### src/rtl/evih_pkg.sv
// ----------------------------------------------------------------------------
// evih_pkg: shared constants and the VLAN tag test of the Ethernet VLAN/IP flow hash
// Ethertype codes, header offsets, address windows and result kinds.
// ----------------------------------------------------------------------------
package evih_pkg;

  localparam int POSITION_BITS_DEF = 16;

  localparam logic [15:0] TYPE_CTAG = 16'h8100;
  localparam logic [15:0] TYPE_STAG = 16'h88A8;
  localparam logic [15:0] TYPE_IPV4 = 16'h0800;
  localparam logic [15:0] TYPE_IPV6 = 16'h86DD;

  // Byte positions of the ethertype fields.
  localparam int OFF_OUTER_TYPE = 12;
  localparam int OFF_TAG_TYPE   = 16;
  localparam int OFF_INNER_TYPE = 20;

  // Network header offsets for zero, one and two tags.
  localparam logic [4:0] HDR_OFF_UNTAGGED = 5'd14;
  localparam logic [4:0] HDR_OFF_SINGLE   = 5'd18;
  localparam logic [4:0] HDR_OFF_DOUBLE   = 5'd22;

  // Address windows relative to the network header.
  localparam int V4_ADDR_START = 12;
  localparam int V4_DST_START  = 16;
  localparam int V4_ADDR_END   = 20;
  localparam int V6_ADDR_START = 8;
  localparam int V6_DST_START  = 24;
  localparam int V6_ADDR_END   = 40;

  localparam logic [1:0] KIND_IPV4  = 2'd0;
  localparam logic [1:0] KIND_IPV6  = 2'd1;
  localparam logic [1:0] KIND_OTHER = 2'd2;
  localparam logic [1:0] KIND_TRUNC = 2'd3;

  localparam logic [1:0] LANE_LAST = 2'd3;

  function automatic logic is_tag(input logic [15:0] t);
    return (t == TYPE_CTAG) || (t == TYPE_STAG);
  endfunction

endpackage

### src/rtl/evih_if.sv
// ----------------------------------------------------------------------------
// evih_in_if / evih_out_if: valid/ready channels of the flow hash unit
// One interface for the frame byte stream, one for the hash results.
// ----------------------------------------------------------------------------
interface evih_in_if;
  logic       valid;
  logic       ready;
  logic [7:0] data_byte;
  logic       last;

  modport source (output valid, output data_byte, output last, input ready);
  modport sink   (input valid, input data_byte, input last, output ready);
  modport mon    (input valid, input data_byte, input last, input ready);
endinterface

interface evih_out_if;
  logic        valid;
  logic        ready;
  logic [15:0] flow_hash;
  logic [1:0]  packet_kind;

  modport source (output valid, output flow_hash, output packet_kind, input ready);
  modport sink   (input valid, input flow_hash, input packet_kind, output ready);
  modport mon    (input valid, input flow_hash, input packet_kind, input ready);
endinterface

### src/rtl/ethernet_vlan_ip_flow_hash_unit.sv
// ----------------------------------------------------------------------------
// ethernet_vlan_ip_flow_hash_unit: symmetric IP address flow hash
// Parses an Ethernet frame byte by byte, skips up to two VLAN tags and
// folds the IPv4 or IPv6 addresses into a 16-bit hash given on the last byte.
//
//   channel   direction  request payload
//   in_chan   sink       data_byte[7:0], last
//   out_chan  source     flow_hash[15:0], packet_kind[1:0]
//
// One byte is accepted every cycle unless stalled. A byte goes through an input
// register and its result, if it is a last byte, is written to the output
// register when the byte leaves the input register. The only stall is a last byte
// waiting in the input register while the output register still holds an
// untaken result.
// Synchronous active-low reset clears the parser state and both valid flags.
// ----------------------------------------------------------------------------
module ethernet_vlan_ip_flow_hash_unit #(
  parameter int POSITION_BITS = evih_pkg::POSITION_BITS_DEF
) (
  input  logic  clk,
  input  logic  rst_n,
  evih_in_if.sink    in_chan,
  evih_out_if.source out_chan
);
  import evih_pkg::*;

  localparam logic [POSITION_BITS-1:0] POS_MAX = '1;

  // Input register.
  logic       s1_valid_r;
  logic [7:0] s1_byte_r;
  logic       s1_last_r;

  // Parser state. Only the low 16 bits of the address words reach the hash,
  // so the assembly and accumulators keep just those lanes.
  logic [POSITION_BITS-1:0] pos_r, pos_nxt;
  logic [15:0] outer_r, outer_nxt;
  logic [15:0] tag_r, tag_nxt;
  logic [15:0] net_r, net_nxt;
  logic [4:0]  hdr_r, hdr_nxt;
  logic [15:0] word_r, word_nxt;
  logic [15:0] src_r, src_nxt;
  logic [15:0] dst_r, dst_nxt;

  // Output register.
  logic        out_valid_r;
  logic [15:0] out_hash_r, hash_nxt;
  logic [1:0]  out_kind_r, kind_nxt;

  logic stall;
  logic fire;

  logic [POSITION_BITS-1:0] rel;
  logic [15:0] word_tmp;
  logic        in_v4, in_v6;
  logic        trunc;

  assign stall = s1_valid_r && s1_last_r && out_valid_r && !out_chan.ready;
  assign fire  = s1_valid_r && !stall;
  assign in_chan.ready = !stall;

  always_comb begin
    pos_nxt   = (pos_r == POS_MAX) ? pos_r : pos_r + POSITION_BITS'(1);
    outer_nxt = outer_r;
    tag_nxt   = tag_r;
    net_nxt   = net_r;
    hdr_nxt   = hdr_r;
    word_nxt  = word_r;
    src_nxt   = src_r;
    dst_nxt   = dst_r;
    rel       = '0;
    word_tmp  = '0;
    in_v4     = 1'b0;
    in_v6     = 1'b0;

    if (pos_r == POSITION_BITS'(OFF_OUTER_TYPE)) begin
      outer_nxt = {s1_byte_r, 8'h00};
    end else if (pos_r == POSITION_BITS'(OFF_OUTER_TYPE + 1)) begin
      outer_nxt = {outer_r[15:8], s1_byte_r};
      net_nxt   = {outer_r[15:8], s1_byte_r};
      hdr_nxt   = HDR_OFF_UNTAGGED;
    end else if (is_tag(outer_r) && pos_r == POSITION_BITS'(OFF_TAG_TYPE)) begin
      tag_nxt = {s1_byte_r, 8'h00};
    end else if (is_tag(outer_r) && pos_r == POSITION_BITS'(OFF_TAG_TYPE + 1)) begin
      tag_nxt = {tag_r[15:8], s1_byte_r};
      if (is_tag({tag_r[15:8], s1_byte_r})) begin
        hdr_nxt = HDR_OFF_DOUBLE;
      end else begin
        hdr_nxt = HDR_OFF_SINGLE;
        net_nxt = {tag_r[15:8], s1_byte_r};
      end
    end else if (is_tag(outer_r) && is_tag(tag_r)
                 && pos_r == POSITION_BITS'(OFF_INNER_TYPE)) begin
      net_nxt = {s1_byte_r, 8'h00};
    end else if (is_tag(outer_r) && is_tag(tag_r)
                 && pos_r == POSITION_BITS'(OFF_INNER_TYPE + 1)) begin
      net_nxt = {net_r[15:8], s1_byte_r};
    end

    // Address gathering uses the offset and type as updated by this byte.
    if (pos_r >= POSITION_BITS'(HDR_OFF_UNTAGGED)
        && pos_r >= POSITION_BITS'(hdr_nxt)) begin
      rel   = pos_r - POSITION_BITS'(hdr_nxt);
      in_v4 = (net_nxt == TYPE_IPV4) && rel >= POSITION_BITS'(V4_ADDR_START)
              && rel < POSITION_BITS'(V4_ADDR_END);
      in_v6 = (net_nxt == TYPE_IPV6) && rel >= POSITION_BITS'(V6_ADDR_START)
              && rel < POSITION_BITS'(V6_ADDR_END);
      if (in_v4 || in_v6) begin
        word_tmp = word_r;
        case (rel[1:0])
          2'd2:    word_tmp[15:8] = s1_byte_r;
          2'd3:    word_tmp[7:0]  = s1_byte_r;
          default: word_tmp = word_r;
        endcase
        word_nxt = word_tmp;
        if (rel[1:0] == LANE_LAST || s1_last_r) begin
          if (in_v4) begin
            if (rel < POSITION_BITS'(V4_DST_START)) src_nxt = src_r | word_tmp;
            else                                     dst_nxt = dst_r | word_tmp;
          end else begin
            if (rel < POSITION_BITS'(V6_DST_START)) src_nxt = src_r ^ word_tmp;
            else                                     dst_nxt = dst_r ^ word_tmp;
          end
          word_nxt = '0;
        end
      end
    end

    trunc = (pos_r < POSITION_BITS'(HDR_OFF_UNTAGGED - 5'd1))
         || (is_tag(outer_nxt) && pos_r < POSITION_BITS'(HDR_OFF_SINGLE - 5'd1))
         || (is_tag(outer_nxt) && is_tag(tag_nxt)
             && pos_r < POSITION_BITS'(HDR_OFF_DOUBLE - 5'd1));

    if (trunc) begin
      hash_nxt = '0;
      kind_nxt = KIND_TRUNC;
    end else if (net_nxt == TYPE_IPV4) begin
      hash_nxt = src_nxt + dst_nxt;
      kind_nxt = KIND_IPV4;
    end else if (net_nxt == TYPE_IPV6) begin
      hash_nxt = src_nxt + dst_nxt;
      kind_nxt = KIND_IPV6;
    end else begin
      hash_nxt = outer_nxt;
      kind_nxt = KIND_OTHER;
    end

    // The frame ends here: the next byte starts a fresh frame.
    if (s1_last_r) begin
      pos_nxt   = '0;
      outer_nxt = '0;
      tag_nxt   = '0;
      net_nxt   = '0;
      hdr_nxt   = HDR_OFF_UNTAGGED;
      word_nxt  = '0;
      src_nxt   = '0;
      dst_nxt   = '0;
    end
  end

  always_ff @(posedge clk) begin
    if (!rst_n) begin
      s1_valid_r <= 1'b0;
    end else if (in_chan.ready) begin
      s1_valid_r <= in_chan.valid;
    end
  end

  always_ff @(posedge clk) begin
    if (in_chan.valid && in_chan.ready) begin
      s1_byte_r <= in_chan.data_byte;
      s1_last_r <= in_chan.last;
    end
  end

  always_ff @(posedge clk) begin
    if (!rst_n) begin
      pos_r   <= '0;
      outer_r <= '0;
      tag_r   <= '0;
      net_r   <= '0;
      hdr_r   <= HDR_OFF_UNTAGGED;
      word_r  <= '0;
      src_r   <= '0;
      dst_r   <= '0;
    end else if (fire) begin
      pos_r   <= pos_nxt;
      outer_r <= outer_nxt;
      tag_r   <= tag_nxt;
      net_r   <= net_nxt;
      hdr_r   <= hdr_nxt;
      word_r  <= word_nxt;
      src_r   <= src_nxt;
      dst_r   <= dst_nxt;
    end
  end

  always_ff @(posedge clk) begin
    if (!rst_n) begin
      out_valid_r <= 1'b0;
    end else if (fire && s1_last_r) begin
      out_valid_r <= 1'b1;
    end else if (out_chan.ready) begin
      out_valid_r <= 1'b0;
    end
  end

  always_ff @(posedge clk) begin
    if (fire && s1_last_r) begin
      out_hash_r <= hash_nxt;
      out_kind_r <= kind_nxt;
    end
  end

  assign out_chan.valid       = out_valid_r;
  assign out_chan.flow_hash   = out_hash_r;
  assign out_chan.packet_kind = out_kind_r;

endmodule

### src/flat_wrapper.sv
// flat-port wrapper written by rule: the top's interface ports become plain ports
module ethernet_vlan_ip_flow_hash_unit_flat import evih_pkg::*;
#(
  parameter int POSITION_BITS = evih_pkg::POSITION_BITS_DEF
)
  (clk, rst_n, in_chan_valid, in_chan_data_byte, in_chan_last, in_chan_ready, out_chan_valid, out_chan_flow_hash, out_chan_packet_kind, out_chan_ready);
  evih_in_if in_chan_i ();
  evih_out_if out_chan_i ();
  input  logic clk;
  input  logic rst_n;
  input wire logic [$bits(in_chan_i.valid)-1:0] in_chan_valid;
  input wire logic [$bits(in_chan_i.data_byte)-1:0] in_chan_data_byte;
  input wire logic [$bits(in_chan_i.last)-1:0] in_chan_last;
  output wire logic [$bits(in_chan_i.ready)-1:0] in_chan_ready;
  output wire logic [$bits(out_chan_i.valid)-1:0] out_chan_valid;
  output wire logic [$bits(out_chan_i.flow_hash)-1:0] out_chan_flow_hash;
  output wire logic [$bits(out_chan_i.packet_kind)-1:0] out_chan_packet_kind;
  input wire logic [$bits(out_chan_i.ready)-1:0] out_chan_ready;
  assign in_chan_i.valid = in_chan_valid;
  assign in_chan_i.data_byte = in_chan_data_byte;
  assign in_chan_i.last = in_chan_last;
  assign in_chan_ready = in_chan_i.ready;
  assign out_chan_valid = out_chan_i.valid;
  assign out_chan_flow_hash = out_chan_i.flow_hash;
  assign out_chan_packet_kind = out_chan_i.packet_kind;
  assign out_chan_i.ready = out_chan_ready;
  ethernet_vlan_ip_flow_hash_unit #(.POSITION_BITS(POSITION_BITS)) u_core (.clk(clk), .rst_n(rst_n), .in_chan(in_chan_i), .out_chan(out_chan_i));
endmodule
### config.mk
export PLATFORM = sky130hd
export DESIGN_NAME = ethernet_vlan_ip_flow_hash_unit_flat
export DESIGN_NICKNAME = d
export VERILOG_FILES = /design/src/rtl/evih_pkg.sv /design/src/rtl/evih_if.sv /design/src/rtl/ethernet_vlan_ip_flow_hash_unit.sv /design/src/flat_wrapper.sv
export SDC_FILE = /design/constraint.sdc
export NUM_CORES = 1
export LEC_CHECK = 0
export BUFFER_PORTS_ARGS = -buffer_cell sky130_fd_sc_hd__buf_4
export CORE_MARGIN = 8
export CORE_UTILIZATION = 45
export DETAILED_ROUTE_END_ITERATION = 8
export PLACE_DENSITY = 0.58
export SYNTH_ARGS = -nofsm -noshare
export SYNTH_HDL_FRONTEND = slang
export SYNTH_SLANG_ARGS = --single-unit
### constraint.sdc
create_clock -name clk -period 10.92 [get_ports clk]
set_clock_uncertainty 0.1 [all_clocks]
set_input_delay 0 -clock clk [delete_from_list [all_inputs] [get_ports clk]]
set_output_delay 0 -clock clk [all_outputs]
set_load 0.01 [all_outputs]
# Yosys cells after proc, flatten, opt, wreduce, memory -nomap -nowiden
# Index checks and enable logic that the tools add are counted.
[classes]
muxes = 54
n_lt_le_gt_ge = 11
eq_ne = 22
n_bitwise = 4
n_addsub = 3
n_reduce_logical = 35
[op_table]
columns = ["operator", "n"]
rows = [
  ["$mux W16", 35],
  ["$eq A16 B16 Y1 const B", 12],
  ["$lt A16 B5 Y1 const B", 5],
  ["$mux W8", 9],
  ["$eq A16 B5 Y1 const B", 4],
  ["$ge A16 B4 Y1 const B", 3],
  ["$eq A16 B4 Y1 const B", 2],
  ["$or A16 B16 Y16", 2],
  ["$xor A16 B16 Y16", 2],
  ["$mux W5", 5],
  ["$logic_and A1 B1 Y1", 19],
  ["$add A16 B1 Y16 const B", 1],
  ["$add A16 B16 Y16", 1],
  ["$eq A16 B12 Y1 const B", 1],
  ["$ge A16 B5 Y1", 1],
  ["$lt A16 B4 Y1 const B", 1],
  ["$lt A16 B6 Y1 const B", 1],
  ["$sub A16 B5 Y16", 1],
  ["$logic_or A1 B1 Y1", 9],
  ["$reduce_bool A2 Y1", 3],
  ["$eq A2 B2 Y1 const B", 2],
  ["$mux W2", 2],
  ["$mux W3", 1],
  ["$reduce_and A3 Y1", 1],
  ["other kinds (4)", 6],
]
[word_totals]
wordCells = 143
ff_bits = 146
out_inout_bits = 20

# Longest topological paths before layout
# Gate-level depths: netlist of run 1.
[depth]
depth_word = 25
mapped_depth = 41

# Worst setup path after synthesis of run 1
# Ideal clock, no wire load.
[synth_path]
path_kind = "reg2reg"
start = "register u_core.outer_r[0]"
end = "register u_core.out_hash_r[14], in the netlist u_core.out_chan.flow_hash[14] (data pin)"
stages_incl_launch_ff = 39
arrival_ns = 6.975
path_slack_ns = 3.567
t_required_ns = 10.542
path_buffers = 2
period_less_slack_ns = 7.353
setup_ns = 0.278
path_cell_list = "dfxtp_1 or4_1 or3_1 buf_2 nor3_2 nand2_1 nand2_1 nor2_1 ha_1 inv_1 fa_1 a21o_1 a21oi_1 nor2b_1 nand4b_1 mux2i_1 or2_2 nand4_1 (+3 left out) clkbuf_1 a22o_1 ha_1 inv_1 fa_1 nor2b_1 o21ai_0 a21boi_0 o21ai_0 a21oi_1 o21ai_0 a21boi_0 o21ai_0 a21oi_1 o21ai_0 mux2i_1 and3_1 nor3_1"
[synth_between]
elab_chain_len = 21
[synth_rtl]
columns = ["element", "line", "text"]
rows = [
  ["start, declared", "ethernet_vlan_ip_flow_hash_unit.sv:37", "logic [15:0] outer_r, outer_nxt;"],
  ["start signal, assigned", "ethernet_vlan_ip_flow_hash_unit.sv:188", "outer_r <= outer_nxt;"],
  ["parallel branches: the longest is 21 deep, another holds $sub A16 B5 Y16", "n/a", ""],
  ["end signal, assigned", "ethernet_vlan_ip_flow_hash_unit.sv:210", "out_hash_r <= hash_nxt;"],
  ["end, declared", "ethernet_vlan_ip_flow_hash_unit.sv:47", "logic [15:0] out_hash_r, hash_nxt;"],
]
# Parallel ways; which one is timed is not known. The select of a mux whose other input is x is not followed.
# A chain may end at the register's enable or synchronous reset.

# Worst setup path after layout of run 1
[layout_path]
start = "register u_core.pos_r[3]"
end = "register u_core.out_hash_r[15], in the netlist u_core.out_chan.flow_hash[15] (data pin)"
[layout_between]
elab_chain_len = 20
[layout_rtl]
columns = ["element", "line", "text"]
rows = [
  ["start, declared", "ethernet_vlan_ip_flow_hash_unit.sv:36", "logic [POSITION_BITS-1:0] pos_r, pos_nxt;"],
  ["start signal, assigned", "ethernet_vlan_ip_flow_hash_unit.sv:187", "pos_r <= pos_nxt;"],
  ["parallel branches: the longest is 20 deep, another holds $sub A16 B5 Y16", "n/a", ""],
]
# Parallel ways; which one is timed is not known. The select of a mux whose other input is x is not followed.

==> flow_summary.ini, run 1 <==
[synth]
synth_common_cells = nand2_1 (179), dfxtp_1 (119), nor2_1 (86), o21ai_0 (64), inv_1 (61)
synthArstFlopShare_pct = 0
yosysTopAreaCell = dfxtp_1
synth.top_cell.area_share_pct = 24.1
syn_inst = 1222
yosysWarningCount = 0
syn-num-nets = 1294
ys_seq_elements = 146
syn_area_um2 = 9900
synth_ff_type = dfxtp_1
yosysSeqAreaShare_pct = 32.3
ys_types = 88
synth-edff-count = 27
yosysMostFrequentCell = nand2_1
synth_area_per_cell_um2 = 8.10
synthTopCellsByArea = dfxtp_1 (24%), edfxtp_1 (8.2%), ha_1 (7.2%)

[critical_path]
path_max_fanout = 15
endpoint_kind = register
crit_arrival_ns = 8.93
critPathMaxStageDelay_ns = 0.57
cp.required_ns = 11.02
r2r_start = u_core.pos_r[3]
crit_slowest_cell = or3_1
crit_start = u_core.pos_r[3]
timing.rr.end = u_core.out_chan.flow_hash[15]
setup.worst_path.end = u_core.out_chan.flow_hash[15]
r2r_slack_ns = 2.08
path_class = reg2reg
cp-start-kind = register
r2r_cells = 36

[sta]
worstMarginPinSlew_ns = 1.09
slew_viol_final = 0
setup_tns_ns = 0
max_clock_freq_ghz = 0.113
period_share_pct = 80.9
setup_viol = 0
rsz0062_at_grt = false
setup_ws_ns = 2.08
hold_viol = 0
maxSlewHeadroom_pct = 27.1
period_needed_ns = 8.84

[power_and_ir_drop]
p_leak_uw = 0.00406
ir_drop_mv = 0.0894
p_per_area_nw_per_um2 = 110

[run_status]
status = finished, final reports clean

[clock_tree]
cts-root-buf = clkbuf_16
clock_latency_ns = 0.44
clockBufferDepth = 2
cts.sinks = 146
numCtsBuffers = 17
post_cts_buffers = 0
htreeDepth = 4
cts_tree = yes
path_clk_slew_ns = 0.07
cts_resized = 0

[die]
die_y_um = 164
rows = 54
core_area_um2 = 21700
die_x_um = 164
io_pins = 33
dieArea_um2 = 27000
initial_utilization_pct = 45.6

[final_layout]
layout.nets = 1307
antenna_cells = 0
drive_above_1_share_pct = 10.4
area_delta_synth_final_pct = 12.0

[grt]
grt_max_degree = 68
antenna_found_initial = 0
grtUsageTotal_pct = 23.3
grt_pass1_vias = 8427
grt_pass1_wl_um = 48600
overflow = 0

[placed_design]
gp_congestion = 0.908
io_buffers = 32
dp_slack_ns = 2.22
dpl.hpwl_um = 21800

[job]
drv_cap = 0

[route]
ant_nets = 0
drt-total-wl_um = 31000
wl_per_cell_um = 20.3
vias = 9146
drcViolationCount = 0
via_per_inst = 5.99
drtPass1Iterations = 7
drtIter0Drc = 940

[hold_path]
holdCritPathClass = in2reg
worstHoldStart = in_chan_data_byte[7]
-- cells by family (layout without fill, tap and decap cells) --
logic type	after synthesis	in the layout	synth area share (%)
muxes	34	34	3.51
buffers and inverters	133	159	5.28
xor gates and xnor gates	24	24	2.26
and+or+nand+nor	501	501	26.4
DFF	146	146	32.3
AOI/OAI and AO/OA	325	325	22.6
adders and majority gates	59	59	7.61
-- final cells by class --
cell class / count / area (µm²)
Clock buffer: 17 / 425
Clock inverter: 15 / 156
Fill cell: 2064 / 10600
Inverter: 61 / 229
Multi-Input combinational cell: 943 / 6200
Sequential cell: 146 / 3190
Tap cell: 280 / 350
Timing Repair Buffer: 66 / 528
-- worst min path at each step --
stage,endpoint,cells after the start
2_1_floorplan,u_core.s1_byte_r[0],0
3_3_place_gp,u_core.s1_byte_r[3],1
3_5_place_dp,u_core.s1_byte_r[0],1
4_1_cts,u_core.s1_byte_r[7],2
5_1_grt,u_core.s1_byte_r[3],2
6_report,u_core.s1_byte_r[7],2
-- what timing repair did --
item | 4_1_cts | 5_1_grt
endpoints found under the setup margin | 0 | 0
hold endpoints to repair | 57 | 0
hold buffers | 13 | 0
-- through the flow --
| step | std cells | instance area, µm² | power [µW] | hold WS (ns) | util [%] |
|---|---|---|---|---|---|
| final | 1528 | 11100 | 1220 | 0.167 | 51.1 |
| after global routing | 1528 | 11100 | 1260 | 0.170 | 51.1 |
| after CTS | 1528 | 11100 | 1230 | 0.160 | 51.1 |
| after detailed placement | 1483 | 10400 | 637 | 0.0795 | 47.8 |
| after global placement | 1483 | 10400 | 636 | 0.0778 | 47.8 |
| after floorplan | 1222 | 9900 | 608 | -0.00113 | - |
-- power breakdown --
group          switching [µW]  internal, µW  leakage (µW)
registers                5.98           552       0.00121
clock network             256           338      0.000286
logic                    46.2          24.6       0.00257
total                     308           915       0.00406
-- placed cells by master, fill, tap and decap left out, drive strengths merged, types with 31 or more instances in the layout --
| master | count |
|---|---|
| nor2b | 42 |
| a21oi | 47 |
| ha | 57 |
| nor2 | 87 |
| dfxtp | 119 |
| a21boi | 41 |
| inv | 65 |
| nand2 | 179 |
| buf | 53 |
| nand3 | 31 |
| o21ai | 79 |
-- flip-flops by register name, summed over array words and instances (netlist names) --
signal / count
u_core.outer_r: 16
u_core.hdr_r: 5
u_core.src_r: 16
u_core.out_chan.valid: 1
u_core.tag_r: 16
u_core.s1_byte_r: 8
u_core.pos_r: 16
u_core.out_chan.packet_kind: 2
u_core.out_chan.flow_hash: 16
u_core.dst_r: 16
u_core.net_r: 16
u_core.s1_last_r: 1
u_core.s1_valid_r: 1
u_core.word_r: 16
-- worst max-delay path, delay by kind of cell (launching register included) --
| family | cells | cell delay, ns |
|---|---|---|
| AO/OA/AOI/OAI | 16 | 3.13 |
| flip-flops | 1 | 0.39 |
| AND/OR/NAND/NOR | 14 | 3.94 |
| multiplexers | 1 | 0.18 |
| adder cells (fa/ha/maj) | 3 | 0.69 |
| buffers and inverters | 2 | 0.15 |
-- routing by layer --
metal  vias up  routed length (µm)  global-route usage (%)
li1       4426                   -                       -
met1      4342               14800                    33.5
met2       331               13400                    34.8
met3        47                2230                    4.04
met4         0                 613                    6.86
met5         -                   0                       0
Power figures use the tool's default switching activity.
==> inputs of run 2 (changes only) <==
--- a/config.mk
+++ b/config.mk
@@ -9,7 +9,7 @@
 export CORE_MARGIN = 8
 export CORE_UTILIZATION = 45
 export DETAILED_ROUTE_END_ITERATION = 8
-export PLACE_DENSITY = 0.58
+export PLACE_DENSITY = 0.6
 export SYNTH_ARGS = -nofsm -noshare
 export SYNTH_HDL_FRONTEND = slang
 export SYNTH_SLANG_ARGS = --single-unit
==> constraint.sdc (replaced) <==
create_clock -name clk -period 7.25 [get_ports clk]
set_clock_uncertainty 0.1 [all_clocks]
set_input_delay 0 -clock clk [delete_from_list [all_inputs] [get_ports clk]]
set_output_delay 0 -clock clk [all_outputs]
set_load 0.01 [all_outputs]
==> flow_summary.ini, run 2 (same netlist as run 1, synthesis figures left out) <==
[run_status]
status = finished, final reports clean

[route]
ant_nets = 0
via_per_inst = 5.91
drtIter0Drc = 791
vias = 9532
drt-total-wl_um = 32100
drcViolationCount = 0
drtPass1Iterations = 5
wl_per_cell_um = 19.9

[critical_path]
critPathMaxStageDelay_ns = 0.58
cp-start-kind = register
cp.required_ns = 7.32
crit_top_cell = o21ai_1
r2r_slack_ns = 0.24
path_max_fanout = 4
crit_arrival_ns = 7.08
crit_slowest_cell = or4_4
path_class = reg2reg
endpoint_kind = register

[clock_tree]
numCtsBuffers = 17
clockBufferDepth = 2
cts_tree = yes
clock_latency_ns = 0.43
cts-root-buf = clkbuf_16
cts.sinks = 146
path_clk_slew_ns = 0.06
htreeDepth = 4

[power_and_ir_drop]
total_power_uw = 1860
p_per_area_nw_per_um2 = 156
p_leak_uw = 0.00451
ir_drop_mv = 0.145

[die]
io_pins = 33
dieArea_um2 = 27000
rows = 54
die_x_um = 164
core_area_um2 = 21700
die_y_um = 164
initial_utilization_pct = 45.6

[hold_path]
holdCritPathClass = in2reg

[final_layout]
fin_area_um2 = 11900
layout_common_cells = nand2_1 (176), buf_4 (136), dfxtp_1 (119)
antenna_cells = 0
layout.cells.most_common = nand2_1
area_delta_synth_final_pct = 20.6
nFillCells = 2006
drive_above_1_share_pct = 18.4
layout.nets = 1392

[placed_design]
gp_congestion = 0.908
dpl.hpwl_um = 22400
dp_slack_ns = -0.179
io_buffers = 32
place_area_um2 = 10900

[sta]
setup_ws_ns = 0.240
max_clock_freq_ghz = 0.143
setup_viol = 0
slew_viol_final = 0
worstMarginPinSlew_ns = 1.13
setup_tns_ns = 0
period_needed_ns = 7.01
maxSlewHeadroom_pct = 24.8
period_share_pct = 96.7
hold_viol = 0

[grt]
met2_usage_pct = 35.2
grt-busiest-layer = met2
grt_pass1_wl_um = 49700
grt_pass1_vias = 8928
grtUsageMet3_pct = 4.81
grt_max_degree = 65
overflow = 0
antenna_found_initial = 0
met1_usage_pct = 32.8
grtUsageTotal_pct = 23.6

[job]
drv_cap = 0
-- run 2: cell types whose count changed in the layout (fill, tap and decap cells not counted), moves of 6 or more --
cell     previous run  this run
a21oi_1            47        41
a21oi_2             0         6
buf_4              53       136
o21ai_0            63        53
o21ai_1            15        23
-- run 2: cell type report --
class,instances,area [µm²],area share [%]
Clock buffer,19,433,3.63
Inverter,61,229,1.92
Tap cell,280,350,2.94
Multi-Input combinational cell,943,6390,53.6
Sequential cell,146,3190,26.8
Timing Repair Buffer,151,1170,9.83
Clock inverter,13,160,1.34
-- run 2: per-layer routing --
metal / wire (µm) / vias up / part of all wire (%)
li1: - / 4599 / -
met1: 15000 / 4493 / 47
met2: 13700 / 375 / 43
met3: 2490 / 65 / 7.8
met4: 947 / 0 / 3.0
met5: 0 / - / 0
-- run 2: power by group --
part	switching, µW	internal, µW
registers	4.78	832
logic	75.2	39.4
clock network	368	542
total	448	1410
-- run 2: worst paths after layout --
check	start	end	depth (start not counted)
max reg2reg	u_core.pos_r[11]	u_core.out_chan.flow_hash[12]	30
min reg2reg	u_core.word_r[14]	u_core.word_r[14]	2
max	u_core.pos_r[11]	u_core.out_chan.flow_hash[12]	30
min	in_chan_data_byte[3]	u_core.s1_byte_r[3]	2
-- run 2: repair_timing --
action,4_1_cts,5_1_grt
setup buffers,0,15
endpoints found under the hold margin,58,0
gates cloned,0,0
resized for setup,12,38
hold buffers,14,0
pin swaps,0,28
endpoints found under the setup margin,5,6
-- run 2: critical path, delay by kind of cell (launching register included) --
family | cells | cell delay (ns)
AO/OA/AOI/OAI | 14 | 2.35
adder cells (fa/ha/maj) | 3 | 0.79
buffers and inverters | 1 | 0.09
flip-flops | 1 | 0.33
multiplexers | 1 | 0.26
AND/OR/NAND/NOR | 11 | 2.84
-- run 2: per-stage QoR --
step	utilization [%]	std cells	hold WS, ns
finish	55.0	1613	0.192
global route	55.0	1613	0.179
CTS	53.8	1598	0.179
detailed placement	50.2	1552	0.0795
global placement	50.2	1552	0.0792
floorplan	-	1222	-0.00113
